`src/hw/rtl/srr_pkg.sv`:
```
// Shared types, constants and tables of the stamp rotation renderer.
// Depends on nothing; imported by every module of the block.
package srr_pkg;

   localparam int WordRamBytes = 262144;

   typedef struct packed {
      logic [2:0]  mode;
      logic [2:0]  reg_index;
      logic [17:0] ram_address;
      logic [15:0] write_data;
   } req_type;

   typedef struct packed {
      logic [15:0] read_data;
      logic        busy_res;
      logic        irq_pulse;
   } rsp_type;

   typedef struct packed {
      logic [1:0] priority_mode;
      logic       one_meg_mode;
      logic       irq_enable;
   } cfg_type;

   typedef enum logic [2:0] {
      OP_REG_WR = 3'd0,
      OP_REG_RD = 3'd1,
      OP_RAM_WR = 3'd2,
      OP_RAM_RD = 3'd3,
      OP_TICK   = 3'd4,
      OP_NOP    = 3'd5
   } op_type;

   typedef enum logic [2:0] {
      RI_STAMP_SIZE = 3'd0,
      RI_MAP_BASE   = 3'd1,
      RI_VCELL      = 3'd2,
      RI_IMG_START  = 3'd3,
      RI_IMG_OFFSET = 3'd4,
      RI_HDOT       = 3'd5,
      RI_VDOT       = 3'd6,
      RI_VECTOR     = 3'd7
   } reg_idx_type;

   typedef struct packed {
      op_type      op;
      logic [2:0]  reg_index;
      logic [17:0] ram_address;
      logic [15:0] write_data;
   } cmd_type;

   // Draw speed per line, 4.16, indexed by bits 8..3 of the dot width.
   localparam logic [19:0] SPEED_TABLE [64] = '{
      20'h54000, 20'h48000, 20'h40000, 20'h36000, 20'h2E000, 20'h28000, 20'h24000, 20'h22000,
      20'h21000, 20'h20000, 20'h1E000, 20'h1B800, 20'h19800, 20'h17A00, 20'h15C00, 20'h13E00,
      20'h12000, 20'h11800, 20'h11000, 20'h10800, 20'h10000, 20'h0F800, 20'h0F000, 20'h0E800,
      20'h0E000, 20'h0D800, 20'h0D000, 20'h0C800, 20'h0C000, 20'h0B800, 20'h0B000, 20'h0A800,
      20'h0A000, 20'h09F00, 20'h09E00, 20'h09D00, 20'h09C00, 20'h09B00, 20'h09A00, 20'h09900,
      20'h09800, 20'h09700, 20'h09600, 20'h09500, 20'h09400, 20'h09300, 20'h09200, 20'h09100,
      20'h09000, 20'h08F00, 20'h08E00, 20'h08D00, 20'h08C00, 20'h08B00, 20'h08A00, 20'h08900,
      20'h08800, 20'h08700, 20'h08600, 20'h08500, 20'h08400, 20'h08300, 20'h08200, 20'h08100
   };

endpackage

```
`src/hw/rtl/srr_front.sv`:
```
// Front end of the renderer: takes request transfers, classifies them
// and holds them in a two-entry command queue. Depends on srr_pkg.
module srr_front import srr_pkg::*; (
   input  logic    clock,
   input  logic    reset,
   input  logic    hold,
   input  logic    req_push,
   output logic    req_full,
   input  req_type req_data,
   output logic    cmd_valid,
   output cmd_type cmd,
   input  logic    cmd_pop
);

   cmd_type    q_ff [2];
   cmd_type    q_in;
   logic       wp_ff, wp_in, rp_ff, rp_in;
   logic [1:0] cnt_ff, cnt_in;
   logic       take;
   op_type     op;

   always_comb begin
      unique case (req_data.mode)
         3'd0:    op = OP_REG_WR;
         3'd1:    op = OP_REG_RD;
         3'd2:    op = OP_RAM_WR;
         3'd3:    op = OP_RAM_RD;
         3'd4:    op = OP_TICK;
         default: op = OP_NOP;
      endcase
      q_in = '{op: op, reg_index: req_data.reg_index,
               ram_address: req_data.ram_address, write_data: req_data.write_data};
   end

   assign req_full  = hold || (cnt_ff == 2'd2);
   assign take      = req_push && !req_full;
   assign cmd_valid = (cnt_ff != 2'd0);
   assign cmd       = q_ff[rp_ff];

   always_comb begin
      wp_in  = wp_ff ^ take;
      rp_in  = rp_ff ^ (cmd_pop && cmd_valid);
      cnt_in = cnt_ff + {1'b0, take} - {1'b0, cmd_pop && cmd_valid};
   end

   always_ff @(posedge clock) begin
      if (reset) begin
         wp_ff  <= 1'b0;
         rp_ff  <= 1'b0;
         cnt_ff <= 2'd0;
      end else begin
         wp_ff  <= wp_in;
         rp_ff  <= rp_in;
         cnt_ff <= cnt_in;
      end
   end

   always_ff @(posedge clock) begin
      if (take) begin
         q_ff[wp_ff] <= q_in;
      end
   end

endmodule

```
`config.mk`:
```
export PLATFORM = sky130hd
export DESIGN_NAME = srr_front
export DESIGN_NICKNAME = d
export VERILOG_FILES = /design/src/hw/rtl/srr_pkg.sv /design/src/hw/rtl/srr_front.sv
export SDC_FILE = /design/constraint.sdc
export NUM_CORES = 1
export LEC_CHECK = 0
export BUFFER_PORTS_ARGS = -buffer_cell sky130_fd_sc_hd__buf_2
export CAP_MARGIN = 10
export CORE_UTILIZATION = 45
export CTS_BUF_LIST = sky130_fd_sc_hd__clkbuf_4 sky130_fd_sc_hd__clkbuf_8
export DETAILED_ROUTE_END_ITERATION = 10
export GPL_ROUTABILITY_DRIVEN = 0
export GPL_TIMING_DRIVEN = 0
export PLACE_DENSITY = 0.79
export SYNTH_ARGS = -nofsm -noshare
export SYNTH_HDL_FRONTEND = slang
export SYNTH_SLANG_ARGS = --single-unit
```
`constraint.sdc`:
```
create_clock -name clock -period 2.3 [get_ports clock]
set_input_delay 0.23 -clock clock [delete_from_list [all_inputs] [get_ports clock]]
set_output_delay 0.23 -clock clock [all_outputs]
set_load 0.005 [all_outputs]
```
## Yosys cells after proc, flatten, opt, wreduce, memory -nomap -nowiden

Memories as Yosys holds them, arrays and structs flattened. A register that Yosys moved wholly into a read port is not among the register bits.
Cells that the tools add are included.

| cells by class | value |
|---|---|
| eq/ne operators | 5 |
| bitwise operators | 2 |
| add/subtract/negate cells | 2 |
| reductions and logical operators | 6 |
| muxes and demuxes | 4 |

Operators with widths:

| operator | number |
|---|---|
| 3-bit case mux with 5 select lines | 1 |
| 3-bit by 2-bit == test with 1-bit output, second input constant | 2 |
| 3-bit by 1-bit == test with 1-bit output, second input constant | 1 |
| 3-bit == test, second input constant | 1 |
| 3-bit zero test | 1 |
| 1-bit 2-to-1 mux | 3 |
| 2-bit by 1-bit adder with 2-bit output | 1 |
| 2-bit == test, second input constant | 1 |
| 1-bit logical AND | 2 |
| 2-bit nonzero test | 1 |
| 2-bit by 1-bit subtractor with 2-bit output | 1 |
| 1-bit bitwise XOR | 2 |
| 1-bit zero test | 1 |
| 1-bit logical OR | 1 |

| storage, ports and cells | value |
|---|---|
| bits in writable memories | 80 |
| logic and storage cells | 23 |
| bits of input ports | 45 |
| flip-flop bits (word level) | 4 |
| memories | 1 |
| output and inout port bits | 42 |

Memories:

| name | words | bits a word | read ports | clocked after memory_dff | write ports | line | RTL |
|---|---|---|---|---|---|---|---|
| q_ff | 2 | 40 | 1 | 1 | 1 | srr_front.sv:15 | `cmd_type q_ff [2];` |

## Longest topological paths before layout

| logic depth | value |
|---|---|
| word-level depth | 6 |
| depth in mapped cells | 7 |
| gate-level depth less buffers | 7 |

## Least setup slack after synthesis

No wires, ideal clock.

| timing | value |
|---|---|
| kind | reg-to-reg |
| start point | register cnt_ff[1] |
| end point | memory q_ff[1][0] in the netlist's numbering (enable) |
| path buffers | 0 |
| path slack | 331 ps |
| cell stages (with the launch flop) | 4 |
| clock period less this slack | 1969 ps |
| data arrival time | 1568 ps |
| setup time | 401 ps |
| required time | 1899 ps |
| cells stage by stage | dfxtp_1 > inv_1 > o211a_1 > ha_1 |

| on the way | value |
|---|---|
| longest elaborated chain between the ends | 6 |

RTL lines:

| element | line | RTL |
|---|---|---|
| start, declared | srr_front.sv:18 | `logic [1:0] cnt_ff, cnt_in;` |
| start signal, assigned | srr_front.sv:54 | `cnt_ff <= cnt_in;` |
| 2-bit == test | srr_front.sv:35 | `assign req_full = hold \|\| (cnt_ff == 2'd2);` |
| 1-bit logical OR | srr_front.sv:35 |  |
| 1-bit zero test | srr_front.sv:36 | `assign take = req_push && !req_full;` |
| 1-bit logical AND | srr_front.sv:36 |  |
| 1-bit 2-to-1 mux | srr_front.sv:59 | `if (take) begin` |
| 1-bit 2-to-1 mux (implied by the code) | srr_front.sv:60 | `q_ff[wp_ff] <= q_in;` |
| end, declared | srr_front.sv:15 |  |

No other way between the ends.

==> metrics.txt <==
H-tree Lvls 3; cell taking the most area after synthesis edfxtp_1; DRC violations left 0; Final Cycle Share 73.43%; post-layout total power 3.849 mW; Seq cells post-synth 84; CP required 2070 ps; input/output buffers 86; Die Height 86.93 um; Fmax 592.1 MHz; total CTS buffers 9; Slew Limit Headroom 78.72%; Worst setup SP type flip-flop; status complete, no violations; largest cells by area after synthesis edfxtp_1 (74%), mux2_4 (8.8%), mux2_2 (7.6%); Die W 86.93 um; CTS Hold Bufs 0; Syn-to-layout area delta 25.40%; DRT iter0 DRCs 52; die area 7556 um^2; MaxCap Viol Count 0; Setup Fix Bufs, Post-CTS 0; Setup crit end kind output port; CTS Sinks 84; slew at the pin with the worst max-slew slack 319.2 ps; Final Hold Viols 0; worst hold slack 61.25 ps; dpl hpwl 3573 um; Max IR drop VDD 0.5023 mV; Post-synth ARST share 0%; Congestion Overflow GR 0; yosys warns 0; antenna cells 0; clk_skew 6.039 ps; initial antenna violation count 0; min cycle time layout 1689 ps; Power Density 945.7 nW/um^2; Worst Hold Endpoint q_ff[1][14]$_DFFE_PP_; R2R setup slack 740 ps; Setup TNS Final 0 ps; cells after synthesis 152; share of layout cells above drive strength 1 59.77%; Worst Reg-to-Reg Cells 4; largest net degree at the start of global routing 31; Final WS setup 611.1 ps; worst-skew pair later-pin latency 350 ps; fin. max-slew vios 0; RSZ-0062 raised after global routing no; Starting Density 47.25%; boundary pin count 87; area share of the largest cell type after synthesis 74.02%; CP Max Fanout 10; vias in the first global route 1,712; first-pass GRT wire length 7665 um; CTS Buffer Depth 2; row cnt 30; Hold Path Depth 1; core box area 6869 um^2; Resized Gates After CTS 0; DP Worst Slack 716.9 ps; # setup viols final 0; Clock Tree Root clkbuf_8; number of vias per cell 4.651; R2R Path Start cnt_ff[1]$_SDFF_PP0_; Synth Area per Inst 21.35 um^2; DR vias 1,637; Cell Area, Synth 3246 um^2; wire per inst 14.56 um; total wire length 5124 um; Syn Nets 201; ys flop type edfxtp_1; number of synthesized flops with an enable pin 80; router iterations before antenna repair 3; Synth top cells by count edfxtp_1 (80), mux2_2 (22), mux2_4 (19); sequential share of the synthesized area 76.48%; Cell Count, Final, Fillers Out 352; Yosys cell types 18; nets@finish 300; count leader, synth edfxtp_1; CTS clk-pin slew, worst paths 90 ps; GRT Util Overall 14.34%; critical path class reg2out; CTS tree yes; final antenna-violating net count 0; worst min path class in2reg; hold_sp req_data[14]; leakage 1.578 nW; FF-to-FF End q_ff[1][37]$_DFFE_PP_; CP Data Arrival Time 1460 ps; Cells after DPL 336
[state kept, by name, indices dropped and copies added, names as in the netlist]
register / cells
cnt_ff: 2
q_ff: 80
rp_ff: 1
wp_ff: 1
[through the flow]
step                cell area, um^2  util (%)
global route                   4070     59.25
detailed placement             3841     55.92
floorplan                      3246         -
finish                         4070     59.25
global placement               3796     55.26
CTS                            4070     59.25
[worst max-delay path: stages, from the launching register on]
cell,delay (ps)
dfxtp_1,330
buf_6,130
buf_6,160
mux2_2,360
buf_2,130
[where the power goes]
part / switching, mW / internal, mW / total [mW]
clock network: 0.542 / 0.628 / 1.17
registers: 0.0375 / 1.80 / 1.84
logic: 0.347 / 0.490 / 0.837
total: 0.927 / 2.92 / 3.85
[metal layers]
metal	global-route usage [%]	up-vias	routed length (um)
met2	24.84	56	2728
met1	14.98	786	1987
met3	6.066	7	330
li1	-	788	-
met5	0	-	0
met4	6.970	0	77
[final cells by class]
class	count	area [um^2]
well taps	96	120.1
plain buffers	6	68.82
flip-flops and latches	84	2482
clock buffers	9	123.9
inverters	4	15.01
fillers	550	2799
clock inverters	7	105.1
multi-input cells	58	684.4
repair buffers	88	470.5
[cells in the final DEF, fill, tap and decap left out, types with 2 or more instances in the layout]
cell type,count
inv_6,2
nor2_1,3
mux2_2,22
buf_6,4
ha_1,2
buf_12,3
bufinv_16,2
mux2_4,19
dfxtp_1,4
clkbuf_8,9
buf_2,86
inv_1,4
edfxtp_1,80
ha_2,2
nor2b_1,3
[cells by family (layout without fill, tap and decap cells)]
logic type	count (synthesis)	after routing	synth area share (%)
multiplexers	41	41	16.42
XOR/XNOR	1	1	0.6939
flip-flops	84	84	76.48
buffers and inverters	10	114	2.583
adder cells (fa/ha/maj)	4	4	1.542
AO/OA/AOI/OAI	5	5	1.157
AND/OR/NAND/NOR	7	7	1.118
[how the worst max path moves through the flow]
stage	start	to	depth (start not counted)
after global placement	cnt_ff[1]$_SDFF_PP0_	q_ff[1][1]$_DFFE_PP_	3
after floorplan	cnt_ff[1]$_SDFF_PP0_	q_ff[1][0]$_DFFE_PP_	3
after CTS	rp_ff$_SDFF_PP0_	cmd[18]	4
after global routing	rp_ff$_SDFF_PP0_	cmd[3]	4
final	rp_ff$_SDFF_PP0_	cmd[18]	4
after detailed placement	cnt_ff[1]$_SDFF_PP0_	q_ff[0][14]$_DFFE_PP_	4
No activity file was read; power rests on OpenSTA's default activity.
